File: config.mk
export PLATFORM = sky130hd
export DESIGN_NAME = dsp_host_port_interface
export DESIGN_NICKNAME = d
export VERILOG_FILES = /design/src/sv/dhpi_pkg.sv /design/src/sv/dsp_host_port_interface.sv /design/src/sv/dhpi_core.sv
export SDC_FILE = /design/constraint.sdc
export NUM_CORES = 1
export LEC_CHECK = 0
export BUFFER_PORTS_ARGS = -buffer_cell sky130_fd_sc_hd__buf_4
export CELL_PAD_IN_SITES_DETAIL_PLACEMENT = 1
export CELL_PAD_IN_SITES_GLOBAL_PLACEMENT = 1
export CORE_MARGIN = 2
export CORE_UTILIZATION = 50
export CTS_CLUSTER_DIAMETER = 40
export CTS_CLUSTER_SIZE = 25
export DETAILED_ROUTE_END_ITERATION = 10
export PLACE_DENSITY = 0.92
export SYNTH_ARGS = -nofsm -noshare
export SYNTH_HDL_FRONTEND = slang
export SYNTH_SLANG_ARGS = --single-unit
File: constraint.sdc
create_clock -name clk_i -period 8.2 [get_ports clk_i]
set_input_delay 1.64 -clock clk_i [delete_from_list [all_inputs] [get_ports clk_i]]
set_output_delay 1.64 -clock clk_i [all_outputs]
set_load 0.02 [all_outputs]
File: src/sv/dhpi_pkg.sv
// ----------------------------------------------------------------------------
// dhpi_pkg
// Types and constants shared by the DSP host port interface modules.
// ----------------------------------------------------------------------------
`default_nettype none

package dhpi_pkg;

  typedef enum logic [2:0] {
    ACT_HOST_READ  = 3'd0,
    ACT_HOST_WRITE = 3'd1,
    ACT_DSP_READ   = 3'd2,
    ACT_DSP_WRITE  = 3'd3,
    ACT_TICK       = 3'd4
  } dhpi_action_e;

  typedef enum logic [2:0] {
    ADR_ICR    = 3'd0,
    ADR_CVR    = 3'd1,
    ADR_ISR    = 3'd2,
    ADR_IVR    = 3'd3,
    ADR_UNUSED = 3'd4,
    ADR_HIGH   = 3'd5,
    ADR_MID    = 3'd6,
    ADR_LOW    = 3'd7
  } dhpi_addr_e;

  localparam int unsigned IsrRxdf = 0;
  localparam int unsigned IsrTxde = 1;
  localparam int unsigned IsrTrdy = 2;
  localparam int unsigned IsrHreq = 7;

  localparam int unsigned HsrHrdf = 0;
  localparam int unsigned HsrHtde = 1;
  localparam int unsigned HsrHcp  = 2;
  localparam int unsigned HsrHf0  = 3;
  localparam int unsigned HsrHf1  = 4;

  localparam logic [7:0] IcrWriteMask = 8'hfb;
  localparam logic [7:0] CvrWriteMask = 8'h9f;
  localparam logic [7:0] CvrReset     = 8'h12;
  localparam logic [7:0] IvrReset     = 8'h0f;
  localparam logic [7:0] IsrReset     = 8'h06;
  localparam logic [7:0] HsrReset     = 8'h02;

  typedef struct packed {
    logic [2:0]  action;
    logic [2:0]  address;
    logic [7:0]  write_byte;
    logic [23:0] dsp_word;
  } dhpi_item_t;

  typedef struct packed {
    logic [7:0]  read_byte;
    logic [7:0]  dsp_status;
    logic [7:0]  host_status;
    logic [23:0] receive_word;
    logic        boot_valid;
    logic [8:0]  boot_address;
    logic [23:0] boot_data;
    logic        is_running;
  } dhpi_result_t;

endpackage

`default_nettype wire

File: src/sv/dsp_host_port_interface.sv
// A beat accepted at the input goes to the input register, then to the result register at the output.
// Throughput: one beat per cycle while out_ready_i does not stall the result register.
// The next beat sees the state left by the previous one with no extra wait.
// Reset restores all host and DSP side registers and clears both stages.
// ----------------------------------------------------------------------------
// dsp_host_port_interface
// DSP host port with bootstrap loader, input register and result register.
// ----------------------------------------------------------------------------
`default_nettype none

module dsp_host_port_interface #(
  parameter int unsigned BOOT_WORDS = 512
) (
  input  wire logic        clk_i,
  input  wire logic        rst_ni,
  input  wire logic        in_valid_i,
  output      logic        in_ready_o,
  input  wire logic [2:0]  action_i,
  input  wire logic [2:0]  address_i,
  input  wire logic [7:0]  write_byte_i,
  input  wire logic [23:0] dsp_word_i,
  output      logic        out_valid_o,
  input  wire logic        out_ready_i,
  output      logic [7:0]  read_byte_o,
  output      logic [7:0]  dsp_status_o,
  output      logic [7:0]  host_status_o,
  output      logic [23:0] receive_word_o,
  output      logic        boot_valid_o,
  output      logic [8:0]  boot_address_o,
  output      logic [23:0] boot_data_o,
  output      logic        is_running_o
);
  import dhpi_pkg::*;

  logic         in_v_q;
  dhpi_item_t   item_q;
  logic         out_v_q;
  dhpi_result_t res_q;
  dhpi_result_t res_d;
  logic         adv;

  assign adv        = in_v_q && (!out_v_q || out_ready_i);
  assign in_ready_o = !in_v_q || adv;

  always_ff @(posedge clk_i or negedge rst_ni) begin
    if (!rst_ni) begin
      in_v_q <= 1'b0;
    end else if (in_ready_o) begin
      in_v_q <= in_valid_i;
    end
  end

  always_ff @(posedge clk_i) begin
    if (in_ready_o && in_valid_i) begin
      item_q.action     <= action_i;
      item_q.address    <= address_i;
      item_q.write_byte <= write_byte_i;
      item_q.dsp_word   <= dsp_word_i;
    end
  end

  dhpi_core #(
    .BOOT_WORDS(BOOT_WORDS)
  ) u_core (
    .clk_i   (clk_i),
    .rst_ni  (rst_ni),
    .step_i  (adv),
    .item_i  (item_q),
    .result_o(res_d)
  );

  always_ff @(posedge clk_i or negedge rst_ni) begin
    if (!rst_ni) begin
      out_v_q <= 1'b0;
    end else if (adv) begin
      out_v_q <= 1'b1;
    end else if (out_ready_i) begin
      out_v_q <= 1'b0;
    end
  end

  always_ff @(posedge clk_i) begin
    if (adv) begin
      res_q <= res_d;
    end
  end

  assign out_valid_o    = out_v_q;
  assign read_byte_o    = res_q.read_byte;
  assign dsp_status_o   = res_q.dsp_status;
  assign host_status_o  = res_q.host_status;
  assign receive_word_o = res_q.receive_word;
  assign boot_valid_o   = res_q.boot_valid;
  assign boot_address_o = res_q.boot_address;
  assign boot_data_o    = res_q.boot_data;
  assign is_running_o   = res_q.is_running;

`ifndef NO_ASSERTIONS
  a_no_overwrite: assert property (@(posedge clk_i) disable iff (!rst_ni)
    (out_v_q && !out_ready_i) |-> !adv)
    else $error("result register overwritten while stalled");

  a_in_hold: assert property (@(posedge clk_i) disable iff (!rst_ni)
    (in_v_q && !adv) |=> in_v_q)
    else $error("input beat lost while waiting");

  a_out_follows: assert property (@(posedge clk_i) disable iff (!rst_ni)
    adv |=> out_v_q)
    else $error("processed beat did not reach the output");
`endif

endmodule

`default_nettype wire

File: src/sv/dhpi_core.sv
// ----------------------------------------------------------------------------
// dhpi_core
// Host port register file and the combinational update for one beat, stored on step_i.
// ----------------------------------------------------------------------------
`default_nettype none

module dhpi_core #(
  parameter int unsigned BOOT_WORDS = 512
) (
  input  wire logic                  clk_i,
  input  wire logic                  rst_ni,
  input  wire logic                  step_i,
  input  wire dhpi_pkg::dhpi_item_t   item_i,
  output      dhpi_pkg::dhpi_result_t result_o
);
  import dhpi_pkg::*;

  logic [7:0]  icr_q, icr_d, cvr_q, cvr_d, isr_q, isr_d, ivr_q, ivr_d;
  logic [7:0]  tx0_q, tx0_d, tx1_q, tx1_d, tx2_q, tx2_d;
  logic [7:0]  rx0_q, rx0_d, rx1_q, rx1_d, rx2_q, rx2_d;
  logic [7:0]  hsr_q, hsr_d;
  logic [23:0] rxw_q, rxw_d, txw_q, txw_d;
  logic [9:0]  pos_q, pos_d;
  logic        run_q, run_d;
  logic [7:0]  rbyte;
  logic        bvalid;
  logic [8:0]  baddr;
  logic [23:0] bdata;
  dhpi_action_e act;
  dhpi_addr_e   adr;

  assign act = dhpi_action_e'(item_i.action);
  assign adr = dhpi_addr_e'(item_i.address);

  always_comb begin
    icr_d = icr_q;
    cvr_d = cvr_q;
    isr_d = isr_q;
    ivr_d = ivr_q;
    tx0_d = tx0_q;
    tx1_d = tx1_q;
    tx2_d = tx2_q;
    rx0_d = rx0_q;
    rx1_d = rx1_q;
    rx2_d = rx2_q;
    hsr_d = hsr_q;
    rxw_d = rxw_q;
    txw_d = txw_q;
    pos_d = pos_q;
    run_d = run_q;
    rbyte = 8'd0;
    bvalid = 1'b0;
    baddr = 9'd0;
    bdata = 24'd0;
    unique case (act)
      ACT_HOST_READ: begin
        unique case (adr)
          ADR_ICR:    rbyte = icr_q;
          ADR_CVR:    rbyte = cvr_q;
          ADR_ISR:    rbyte = isr_q;
          ADR_IVR:    rbyte = ivr_q;
          ADR_UNUSED: rbyte = 8'd0;
          ADR_HIGH:   rbyte = rx0_q;
          ADR_MID:    rbyte = rx1_q;
          ADR_LOW: begin
            rbyte = rx2_q;
            isr_d[IsrRxdf] = 1'b0;
          end
        endcase
      end
      ACT_HOST_WRITE: begin
        unique case (adr)
          ADR_ICR: begin
            icr_d = item_i.write_byte & IcrWriteMask;
            hsr_d[HsrHf0] = item_i.write_byte[HsrHf0];
            hsr_d[HsrHf1] = item_i.write_byte[HsrHf1];
          end
          ADR_CVR: begin
            cvr_d = item_i.write_byte & CvrWriteMask;
            hsr_d[HsrHcp] = item_i.write_byte[7];
          end
          ADR_ISR, ADR_UNUSED: ;
          ADR_IVR:  ivr_d = item_i.write_byte;
          ADR_HIGH: tx0_d = item_i.write_byte;
          ADR_MID:  tx1_d = item_i.write_byte;
          ADR_LOW: begin
            tx2_d = item_i.write_byte;
            if (!run_q) begin
              bvalid = 1'b1;
              baddr = pos_q[8:0];
              bdata = {tx0_q, tx1_q, item_i.write_byte};
              if (({1'b0, pos_q} + 11'd1) == 11'(BOOT_WORDS)) begin
                run_d = 1'b1;
              end
              pos_d = pos_q + 10'd1;
            end else begin
              if (isr_q[IsrTrdy]) begin
                rxw_d = {tx0_q, tx1_q, item_i.write_byte};
                hsr_d[HsrHrdf] = 1'b1;
              end else begin
                isr_d[IsrTxde] = 1'b0;
              end
              isr_d[IsrTrdy] = isr_d[IsrTxde] && !hsr_d[HsrHrdf];
            end
          end
        endcase
      end
      ACT_DSP_READ: begin
        hsr_d[HsrHrdf] = 1'b0;
        isr_d[IsrTrdy] = isr_q[IsrTxde];
      end
      ACT_DSP_WRITE: begin
        txw_d = item_i.dsp_word;
        hsr_d[HsrHtde] = 1'b0;
      end
      ACT_TICK: begin
        if (!isr_q[IsrTxde] && !hsr_q[HsrHrdf]) begin
          rxw_d = {tx0_q, tx1_q, tx2_q};
          hsr_d[HsrHrdf] = 1'b1;
          isr_d[IsrTxde] = 1'b1;
          isr_d[IsrTrdy] = 1'b0;
        end
        if (!isr_q[IsrRxdf] && !hsr_q[HsrHtde]) begin
          rx2_d = txw_q[7:0];
          rx1_d = txw_q[15:8];
          rx0_d = txw_q[23:16];
          hsr_d[HsrHtde] = 1'b1;
          isr_d[IsrRxdf] = 1'b1;
        end
        if (icr_q[6:5] == 2'b00) begin
          isr_d[IsrHreq] = |(icr_q[1:0] & isr_d[1:0]);
        end
      end
      default: ;
    endcase
  end

  always_ff @(posedge clk_i or negedge rst_ni) begin
    if (!rst_ni) begin
      icr_q <= 8'd0;
      cvr_q <= CvrReset;
      isr_q <= IsrReset;
      ivr_q <= IvrReset;
      tx0_q <= 8'd0;
      tx1_q <= 8'd0;
      tx2_q <= 8'd0;
      rx0_q <= 8'd0;
      rx1_q <= 8'd0;
      rx2_q <= 8'd0;
      hsr_q <= HsrReset;
      rxw_q <= 24'd0;
      txw_q <= 24'd0;
      pos_q <= 10'd0;
      run_q <= 1'b0;
    end else if (step_i) begin
      icr_q <= icr_d;
      cvr_q <= cvr_d;
      isr_q <= isr_d;
      ivr_q <= ivr_d;
      tx0_q <= tx0_d;
      tx1_q <= tx1_d;
      tx2_q <= tx2_d;
      rx0_q <= rx0_d;
      rx1_q <= rx1_d;
      rx2_q <= rx2_d;
      hsr_q <= hsr_d;
      rxw_q <= rxw_d;
      txw_q <= txw_d;
      pos_q <= pos_d;
      run_q <= run_d;
    end
  end

  always_comb begin
    result_o.read_byte    = rbyte;
    result_o.dsp_status   = hsr_d;
    result_o.host_status  = isr_d;
    result_o.receive_word = rxw_d;
    result_o.boot_valid   = bvalid;
    result_o.boot_address = baddr;
    result_o.boot_data    = bdata;
    result_o.is_running   = run_d;
  end

`ifndef NO_ASSERTIONS
  a_run_sticky: assert property (@(posedge clk_i) disable iff (!rst_ni)
    run_q |=> run_q)
    else $error("running flag dropped");

  a_trdy_consistent: assert property (@(posedge clk_i) disable iff (!rst_ni)
    isr_q[IsrTrdy] == (isr_q[IsrTxde] && !hsr_q[HsrHrdf]))
    else $error("TRDY differs from TXDE and not HRDF");

  a_boot_advance: assert property (@(posedge clk_i) disable iff (!rst_ni)
    (step_i && bvalid) |=> (pos_q == $past(pos_q) + 10'd1))
    else $error("boot position did not advance on a boot word");

  a_boot_only_loading: assert property (@(posedge clk_i) disable iff (!rst_ni)
    bvalid |-> !run_q)
    else $error("boot word stored while running");
`endif

endmodule

`default_nettype wire
==> reports/metrics.yaml, run 1 <==
clocking:
  cts.sinks: 253
  clock_latency_ns: 0.57
  cts_resized: 0
  ctsRootBufferMaster: "clkbuf_16"
  cts_made_buffers: 31
  clkSlewWorstSetupHoldPaths_ns: 0.06
  h-tree-depth: 1
  hold_buffers: 0
  clock_path_buffers: 3
  post_cts_buffers: 0
  cts_tree: "done"
floorplanning:
  die_y_um: 147
  die_w_um: 147
  core_area_um2: 20200
  dieArea_um2: 21700
  std_cell_rows: 52
  start_util: 0.508
  ios: 127
timing:
  rsz0062_at_grt: "false"
  finalHoldViolCount: 0
  min_period_over_period: 0.463
  fin_hold_ws_ns: 0.481
  final.setup_skew_ns: 0.0288
  slew_violations: 0
  tightest_slew_ns: 1.19
  max_slew_margin: 0.207
  setup_slack_ns: 4.40
  setup_viol: 0
  setup_tns_ns: 0
  max_freq_ghz: 0.263
  final.min_clock_period_ns: 3.80
global_route:
  grt_overflow_total: 0
  grt_pass1_vias: 6813
  grtUsageTotal: 0.226
  grt_first_pass_wirelength_um: 38200
  grt_max_degree: 76
  antenna_found_initial: 0
route:
  vias_per_cell: 5.65
  drc_errors: 0
  vias: 6239
  dr.pass1.iters: 5
  antenna_left: 0
  finalWirelength_um: 24400
  avgRoutedWirePerCell_um: 22.1
  drt_iter0_markers: 350
placed_design:
  dp_cells: 1047
  port_buffers: 119
  dp_slack_ns: 3.88
  place.detailed.hpwl_um: 15600
  place.gp.congestion: 0.809
  post_dp_cell_area_um2: 11400
layout:
  final_cell_mix: "dfrtp_1 (130), buf_4 (124), mux2_2 (123)"
  nets: 853
  nFillCells: 1910
  layout_commonest_cell: "dfrtp_1"
  area_growth_syn_to_layout_pct: 20.6
  layout.cells.non_filler: 1105
  antenna_cells: 0
  drive_gt1_frac: 0.387
  final_area_um2: 12400
  multi_input_area_um2: 3120
  seqCellArea_um2: 6910
synthesis:
  yosys.cell_types.count: 61
  postSynthAreaPerCell_um2: 15.0
  yosysSeqAreaShare: 0.672
  synth_area_leaders: "edfxtp_1 (33%), dfrtp_1 (32%), mux2_2 (13%)"
  synth_top_area_share: 0.333
  synth_area_um2: 10300
  synthArstFlopShare: 0.549
  synth_cells: 688
  synth_edf_count: 114
  synth_top_cell_by_area: "edfxtp_1"
  yosysWarnings: 0
  synth-seq-cells: 253
  synthFlopType: "dfrtp_1"
power:
  p_seq_frac: 0.484
  sw_frac_of_total: 0.258
  power.clock.fraction: 0.393
  p_sw_w: 0.000884
  cell_internal_pwr_w: 0.00255
  p_leak_nw: 5.41
  p_per_area_nw_per_um2: 276
  ir_drop_mv: 0.175
  power_frac_comb: 0.123
setup_path:
  worstPathCellList: "buf_4 -> nand2b_1 -> nand2_1 -> clkinv_2 -> nand4_1 -> mux2_2"
  worstPathArrival_ns: 4.25
  cp-end-kind: "flop"
  required_ns: 8.65
  crit_type: "in2reg"
  crit_fanout: 46
  crit_path_start_kind: "input port"
  critPathSlowestCell: "clkinv_2"
  max_stage_delay_ns: 0.75
min_path:
  min_path_type: "reg2reg"
run_status:
  outcome: "finished clean"
run:
  cap_viol_max_count: 0
==> flip-flops by register name (all words and copies together) (netlist names), 6 cells and up <==
register,cells
boot_address_o,9
u_core.rxw_q,24
u_core.tx0_q,8
u_core.pos_q,10
boot_data_o,24
u_core.rx1_q,8
u_core.cvr_q,6
u_core.txw_q,24
receive_word_o,24
u_core.tx2_q,8
item_q,38
u_core.tx1_q,8
u_core.icr_q,7
u_core.ivr_q,8
u_core.rx0_q,8
read_byte_o,8
u_core.rx2_q,8
==> synthesized netlist by cell type, types with 4 or more instances <==
master / instances
dfrtp_1: 130
mux2_2: 123
edfxtp_1: 114
and2_1: 35
nand2_1: 23
a22o_1: 21
nand3_1: 20
clkbuf_1: 19
o21ai_0: 19
nor2_1: 15
inv_1: 13
a21oi_1: 10
mux2i_1: 10
a21o_1: 9
dfstp_2: 9
buf_1: 7
buf_4: 7
nor3_1: 6
xor2_1: 6
buf_2: 5
nand2b_1: 5
nand4_1: 5
nor2b_1: 5
xnor2_1: 5
a31oi_1: 4
mux2_4: 4
o31ai_1: 4
==> kinds of logic (layout without fill, tap and decap cells) <==
family | Yosys count | count (layout) | share of synthesized area
other cells | 1 | 7 | 0.000365
compound gates | 88 | 88 | 0.0607
mux | 138 | 138 | 0.152
fa+ha+maj | 1 | 1 | 0.00122
xor+xnor | 11 | 11 | 0.00936
flops | 253 | 253 | 0.672
buf+inv | 56 | 197 | 0.0269
simple gates | 140 | 140 | 0.0771
==> power groups by stage <==
stage / Sequential [W] / Combinational (W) / Clock, W
after floorplan: 0.00167 / 0.000226 / 0
after global placement: 0.00166 / 0.000390 / 0
after detailed placement: 0.00167 / 0.000414 / 0
after CTS: 0.00166 / 0.000427 / 0.00137
after global routing: 0.00168 / 0.000455 / 0.00142
final: 0.00166 / 0.000420 / 0.00135
==> final timing paths <==
path,from,end,slack (ns),cells after the start
min in group asynchronous,rst_ni,u_core.pos_q[0],1.05,1
hold / removal,item_q[19],u_core.txw_q[19],0.48,1
setup / recovery,out_ready_i,u_core.tx1_q[7],4.40,6
hold reg to reg,item_q[19],u_core.txw_q[19],0.48,1
max in group asynchronous,rst_ni,u_core.rx1_q[1],5.72,2
setup reg to reg,item_q[35],u_core.pos_q[7],5.22,5
==> per-stage QoR <==
step,power [W],utilization
after floorplan,0.00190,-
after global placement,0.00205,0.562
after detailed placement,0.00209,0.562
after CTS,0.00346,0.613
after global routing,0.00355,0.613
final,0.00343,0.613
==> area by class of cell <==
type | instances | area share
Tap cell | 270 | 0.0272
Clock inverter | 19 | 0.0144
Sequential cell | 253 | 0.557
Timing Repair Buffer | 125 | 0.0759
Inverter | 14 | 0.00434
Clock buffer | 39 | 0.0692
Multi-Input combinational cell | 385 | 0.252
==> routing by layer <==
layer	vias up	GRT usage	wire (µm)
met1	3211	0.271	9640
met4	0	0.0644	508
met5	-	0	0
met2	202	0.424	13200
li1	2776	-	-
met3	50	0.0346	1110
==> worst max-delay path, delay by kind of cell <==
family	cells	cell delay (ns)
and+or+nand+nor	3	1.29
buffers and inverters	2	0.86
muxes	1	0.42
Power figures use the tool's default switching activity.
==> run 2: changes to the inputs <==
--- a/config.mk
+++ b/config.mk
@@ -9,11 +9,11 @@
 export CELL_PAD_IN_SITES_DETAIL_PLACEMENT = 1
 export CELL_PAD_IN_SITES_GLOBAL_PLACEMENT = 1
 export CORE_MARGIN = 2
-export CORE_UTILIZATION = 50
+export CORE_UTILIZATION = 48
 export CTS_CLUSTER_DIAMETER = 40
 export CTS_CLUSTER_SIZE = 25
 export DETAILED_ROUTE_END_ITERATION = 10
-export PLACE_DENSITY = 0.92
+export PLACE_DENSITY = 0.89
 export SYNTH_ARGS = -nofsm -noshare
 export SYNTH_HDL_FRONTEND = slang
 export SYNTH_SLANG_ARGS = --single-unit
==> constraint.sdc (replaced) <==
create_clock -name clk_i -period 3.9 [get_ports clk_i]
set_input_delay 0.78 -clock clk_i [delete_from_list [all_inputs] [get_ports clk_i]]
set_output_delay 0.78 -clock clk_i [all_outputs]
set_load 0.02 [all_outputs]
==> reports/metrics.yaml, run 2 (synthesis gave the netlist of run 1 again) <==
clocking:
  cts_tree: "done"
  ctsRootBufferMaster: "clkbuf_16"
  hold_buffers: 0  # unchanged
  post_cts_buffers: 0  # unchanged
  h-tree-depth: 1  # unchanged
  clkSlewWorstSetupHoldPaths_ns: 0.06  # about the same
  cts.sinks: 253  # unchanged
  clock_path_buffers: 3  # unchanged
  cts_resized: 0  # unchanged
  clock_latency_ns: 0.56  # about the same
  cts_made_buffers: 31  # unchanged
layout:
  regMostFlops: "item_q"
  final_cell_mix: "dfrtp_1 (130), buf_4 (126), mux2_2 (123)"
  antenna_cells: 0  # unchanged
  area_growth_syn_to_layout_pct: 21.5
  layout_commonest_cell: "dfrtp_1"
  drive_gt1_frac: 0.395  # +0.00769
  nets: 857  # +0.47%
  layout.cells.non_filler: 1114  # +0.81%
  utilization: 0.594  # -0.0186
  largest_register_ffs: 38  # unchanged
setup_path:
  required_ns: 4.34  # -4.31 ns
  worstPathArrival_ns: 3.30  # -0.95 ns
  cp-end-kind: "flop"
  r2r_setup_slack_ns: 1.03  # -4.19 ns
  r2r_end: "u_core.rxw_q[8]"
  worstPathCellList: "or3b_4 -> or3_1 -> a21oi_4 -> mux2_2"
  crit_path_start_kind: "flop"
  critPathSlowestCell: "a21oi_4"
  crit_type: "reg2reg"
  r2r-start: "item_q[35]"
  crit_fanout: 16  # -65%
  max_stage_delay_ns: 0.66  # -0.09 ns
  ff2ff_path_depth: 4  # -1
timing:
  fin_hold_ws_ns: 0.295  # -0.186 ns
  finalHoldViolCount: 0  # unchanged
  final.min_clock_period_ns: 2.87
  max_slew_margin: 0.233  # +0.0259
  tightest_slew_ns: 1.15  # -0.0388 ns
  setup_viol: 0  # unchanged
  slew_violations: 0  # unchanged
  max_freq_ghz: 0.349
  min_period_over_period: 0.735
  setup_tns_ns: 0  # unchanged
  rsz0062_at_grt: "false"
  final.setup_skew_ns: 0.0227  # -0.00607 ns
route:
  drc_errors: 0  # unchanged
  routed.top_layer: "met4"
  vias: 6163  # -1.2%
  wl_met3_um: 1010  # -9.3%
  avgRoutedWirePerCell_um: 21.3  # -3.5%
  antenna_left: 0  # unchanged
  vias_per_cell: 5.53  # -2.0%
  drt_iter0_markers: 270  # -23%
  wl_met2_um: 12400  # -5.5%
  dr.pass1.iters: 4  # -1
  drt-met1-wl_um: 9720  # +0.84%
  finalWirelength_um: 23700  # -2.7%
floorplanning:
  die_w_um: 150  # +2.0%
  die_y_um: 150  # +2.0%
  ios: 127  # unchanged
  start_util: 0.489  # -0.0190
  core_area_um2: 21000  # +3.9%
  std_cell_rows: 53  # +1.9%
  dieArea_um2: 22600  # +4.0%
global_route:
  antenna_found_initial: 0  # unchanged
  grtUsageTotal: 0.213  # -0.0133
  grt_first_pass_wirelength_um: 37200  # -2.5%
  grt_max_degree: 92  # +21%
  grt_pass1_vias: 6722  # -1.3%
  grt_overflow_total: 0  # unchanged
power:
  p_leak_nw: 5.45  # +0.78%
  p_per_area_nw_per_um2: 583  # +110%
  ir_drop_mv: 0.376  # +110%
placed_design:
  dp_cells: 1056  # +0.86%
  place.gp.congestion: 0.841  # +3.9%
  place.detailed.hpwl_um: 15800  # +0.99%
  port_buffers: 119  # unchanged
run_status:
  outcome: "finished clean"
run:
  cap_viol_max_count: 0  # unchanged
min_path:
  min_path_type: "in2async"
[run 2: through the flow]
| step | area (µm²) | setup slack, ns | total power, W |
|---|---|---|---|
| 2_1_floorplan | 10300 | 0.927 | 0.00399 |
| 3_3_place_gp | 11400 | 1.16 | 0.00432 |
| 5_1_grt | 12500 | 0.931 | 0.00755 |
| 3_5_place_dp | 11400 | 1.07 | 0.00441 |
| 4_1_cts | 12500 | 1.05 | 0.00735 |
| 6_report | 12500 | 1.03 | 0.00729 |
[run 2: worst max-delay path, delay by kind of cell (launching register included)]
family	cells	cell delay, ns
and+or+nand+nor	2	1.03
AOI/OAI and AO/OA	1	0.66
DFF	1	0.64
muxes	1	0.42
[run 2: power by group]
part	total [W]	switching, W	internal (W)
combinational	0.000897	0.000469	0.000427
sequential	0.00347	0.000251	0.00322
clock	0.00292	0.00121	0.00171
[run 2: worst max-delay path by stage]
stage                start                end  slack [ns]  cells after the start
3_5_place_dp    item_q[35]   u_core.rxw_q[23]        1.07                      4
4_1_cts         item_q[35]    u_core.rxw_q[8]        1.05                      4
3_3_place_gp    item_q[36]    u_core.rxw_q[8]        1.16                      4
5_1_grt         item_q[35]    u_core.rxw_q[8]        0.93                      4
2_1_floorplan  out_ready_i  boot_address_o[0]        0.93                      5
6_report        item_q[35]    u_core.rxw_q[8]        1.03                      4
[run 2: final cells by class]
cell class | count | area [µm²]
inverters | 14 | 53.8
repair buffers | 129 | 997
fillers | 1955 | 8520
clock inverters | 25 | 284
well taps | 275 | 344
multi-input cells | 385 | 3120
clock buffers | 33 | 783
flip-flops and latches | 253 | 6910
[run 2: layer usage]
metal / vias up / global-route usage
met5: - / 0
met4: 0 / 0.0585
met3: 46 / 0.0315
met2: 176 / 0.381
met1: 3153 / 0.270
li1: 2788 / -
==> run 3: changes to the inputs <==
--- a/config.mk
+++ b/config.mk
@@ -5,11 +5,12 @@
 export SDC_FILE = /design/constraint.sdc
 export NUM_CORES = 1
 export LEC_CHECK = 0
+export ABC_AREA = 1
 export BUFFER_PORTS_ARGS = -buffer_cell sky130_fd_sc_hd__buf_4
 export CELL_PAD_IN_SITES_DETAIL_PLACEMENT = 1
 export CELL_PAD_IN_SITES_GLOBAL_PLACEMENT = 1
 export CORE_MARGIN = 2
-export CORE_UTILIZATION = 48
+export CORE_UTILIZATION = 45
 export CTS_CLUSTER_DIAMETER = 40
 export CTS_CLUSTER_SIZE = 25
 export DETAILED_ROUTE_END_ITERATION = 10
==> constraint.sdc (replaced) <==
create_clock -name clk_i -period 2.75 [get_ports clk_i]
set_input_delay 0.55 -clock clk_i [delete_from_list [all_inputs] [get_ports clk_i]]
set_output_delay 0.55 -clock clk_i [all_outputs]
set_load 0.02 [all_outputs]
==> reports/metrics.yaml, run 3 <==
layout:
  antenna_cells: 0  # unchanged
  regMostFlops: "item_q"
  final_cell_mix: "nand2_1 (267), dfrtp_1 (130), buf_4 (129)"
  nets: 1157  # +35%
  utilization: 0.563  # -0.0316
  largest_register_ffs: 38  # unchanged
  seqCellArea_um2: 6910  # unchanged
  multi_input_area_um2: 2750  # -12%
  nFillCells: 2417  # +24%
  final_area_um2: 12700  # +1.4%
  drive_gt1_frac: 0.211  # -0.184
  area_growth_syn_to_layout_pct: 23.6
  layout_commonest_cell: "nand2_1"
clocking:
  post_cts_buffers: 0  # unchanged
  clkSlewWorstSetupHoldPaths_ns: 0.06  # about the same
  cts_tree: "done"
  cts.sinks: 253  # unchanged
  ctsRootBufferMaster: "clkbuf_16"
  cts_made_buffers: 35  # +13%
  h-tree-depth: 2  # +1
  clock_latency_ns: 0.51  # -0.05 ns
  clock_path_buffers: 3  # unchanged
route:
  vias: 7571  # +23%
  avgRoutedWirePerCell_um: 19.2  # -9.9%
  drc_errors: 0  # unchanged
  antenna_left: 0  # unchanged
  drt_iter0_markers: 549  # +100%
  vias_per_cell: 5.31  # -4.0%
  finalWirelength_um: 27400  # +15%
  dr.pass1.iters: 4  # unchanged
setup_path:
  cp-end-kind: "flop"
  required_ns: 3.16  # -1.18 ns
  crit_fanout: 26  # +10
  worstPathArrival_ns: 2.65  # -0.65 ns
  ff2ff_path_depth: 6  # +2
  r2r-start: "item_q[37]"
  r2r_setup_slack_ns: 0.51  # -0.52 ns
  crit_type: "reg2reg"
  r2r_end: "u_core.rxw_q[20]"
  crit_path_start_kind: "flop"
synthesis:
  postSynthAreaPerCell_um2: 10.5  # -30%
  yosysMostFrequentCell: "nand2_1"
  yosys.cell_types.count: 39  # -36%
  synthFlopType: "dfrtp_1"
  synth_top_cell_by_area: "edfxtp_1"
  synth_top_area_share: 0.334  # +0.00126
  synthArstFlopShare: 0.549  # unchanged
  synth_cells: 977  # +42%
  synthTopCellsByCount: "nand2_1 (267), dfrtp_1 (130), edfxtp_1 (114)"
  yosysWarnings: 0  # unchanged
  synth_edf_count: 114  # unchanged
  synth_area_leaders: "edfxtp_1 (33%), dfrtp_1 (32%), nand2_1 (9.8%)"
  yosysSeqAreaShare: 0.675  # +0.00254
  synth_area_um2: 10200  # -0.38%
  synth-seq-cells: 253  # unchanged
global_route:
  grt_first_pass_wirelength_um: 43900  # +18%
  antenna_found_initial: 0  # unchanged
  grt_overflow_total: 0  # unchanged
  grt_max_degree: 78  # -15%
  grtUsageTotal: 0.234  # +0.0214
  grt_pass1_vias: 8161  # +21%
min_path:
  hold_depth: 1
  worstHoldStart: "write_byte_i[5]"
  min_path_type: "in2reg"
  min_to: "item_q[29]"
timing:
  finalHoldViolCount: 0  # unchanged
  setup_tns_ns: 0  # unchanged
  min_period_over_period: 0.814  # +0.0793
  final.min_clock_period_ns: 2.24  # -0.627 ns
  max_slew_margin: 0.536  # +0.303
  slew_violations: 0  # unchanged
  setup_viol: 0  # unchanged
  rsz0062_at_grt: "false"
  final.setup_skew_ns: 0.0221  # -0.000648 ns
  tightest_slew_ns: 0.694  # -0.456 ns
  max_freq_ghz: 0.447  # +28%
power:
  p_per_area_nw_per_um2: 961  # +65%
  p_leak_nw: 5.69  # +4.4%
  ir_drop_mv: 0.567  # +51%
run:
  cap_viol_max_count: 0  # unchanged
run_status:
  outcome: "finished clean"
floorplanning:
  dieArea_um2: 24000  # +6.1%
  start_util: 0.455  # -0.0339
  die_w_um: 155  # +3.0%
  ios: 127  # unchanged
  die_y_um: 155  # +3.0%
  std_cell_rows: 55  # +3.8%
  core_area_um2: 22500  # +7.0%
placed_design:
  place.gp.congestion: 0.894  # +6.3%
  post_dp_cell_area_um2: 11400  # about the same
  place.detailed.hpwl_um: 17700  # +12%
  port_buffers: 119  # unchanged
==> run 3: cell count changes in the layout (fill, tap and decap cells not counted), sizes merged, moves of 8 or more <==
cell	delta
nand3	+20
clkbuf	+10
inv	+87
mux2i	-10
o211ai	+8
nand2	+254
nor2	+66
mux2	-127
a21o	-9
o21ai	+100
a22o	-21
and2	-36
a31oi	+8
==> run 3: worst max-delay path: stages (launching register included) <==
cell and delay [ns]:
edfxtp_1 0.49, nand3b_4 0.28, nor2_1 0.16, nand2_2 0.41, nand2_8 0.38, nand3_1 0.17, a31oi_1 0.23
==> run 3: per-stage QoR <==
step / std cells / worst slack (ns) / hold WS (ns) / power, W
floorplan: 983 / 0.295 / 0.254 / 0.00661
detailed placement: 1361 / 0.517 / 0.433 / 0.00751
CTS: 1425 / 0.547 / 0.193 / 0.0122
finish: 1425 / 0.512 / 0.215 / 0.0122
global route: 1425 / 0.386 / 0.201 / 0.0127
global placement: 1361 / 0.669 / 0.425 / 0.00733
==> run 3: timing repair <==
action,in CTS,in global routing
gates resized for setup,0,0
hold buffers,1,0
endpoints found under the hold margin,33,0
==> run 3: layout make-up <==
cell class              count  share of cell area
repair buffers            133              0.0813
flip-flops and latches    253               0.546
multi-input cells         586               0.217
clock buffers              43              0.0781
clock inverters            20              0.0184
inverters                 105              0.0315
well taps                 285              0.0282
==> run 3: worst max-delay path by stage <==
stage / cells after the start / slack [ns] / to / startpoint
after detailed placement: 9 / 0.52 / u_core.hsr_q[4] / out_ready_i
after CTS: 6 / 0.55 / u_core.rxw_q[20] / item_q[37]
after floorplan: 5 / 0.30 / boot_address_o[0] / out_ready_i
final: 6 / 0.51 / u_core.rxw_q[20] / item_q[37]
after global placement: 6 / 0.67 / receive_word_o[1] / out_ready_i
after global routing: 6 / 0.39 / u_core.rxw_q[20] / item_q[37]
==> run 3: cells by family after synthesis <==
| logic type | after synthesis | synth area share |
|---|---|---|
| AND/OR/NAND/NOR | 412 | 0.168 |
| flip-flops | 253 | 0.675 |
| AO/OA/AOI/OAI | 163 | 0.0930 |
| buffers and inverters | 144 | 0.0604 |
| XOR/XNOR | 3 | 0.00256 |
| adder cells (fa/ha/maj) | 1 | 0.00122 |
| other | 1 | 0.000366 |
==> run 3: routing by layer <==
metal	GRT usage	wire (µm)	vias up
li1	-	-	3478
met1	0.294	11200	3818
met2	0.401	13900	212
met3	0.0426	1290	63
met4	0.101	964	0
met5	0	0	-
==> run 3: power by group <==
group          leakage [nW]  internal, W  switching, W
logic                  2.24     0.000743       0.00138
clock network         0.601      0.00289       0.00175
registers              2.84      0.00493      0.000479
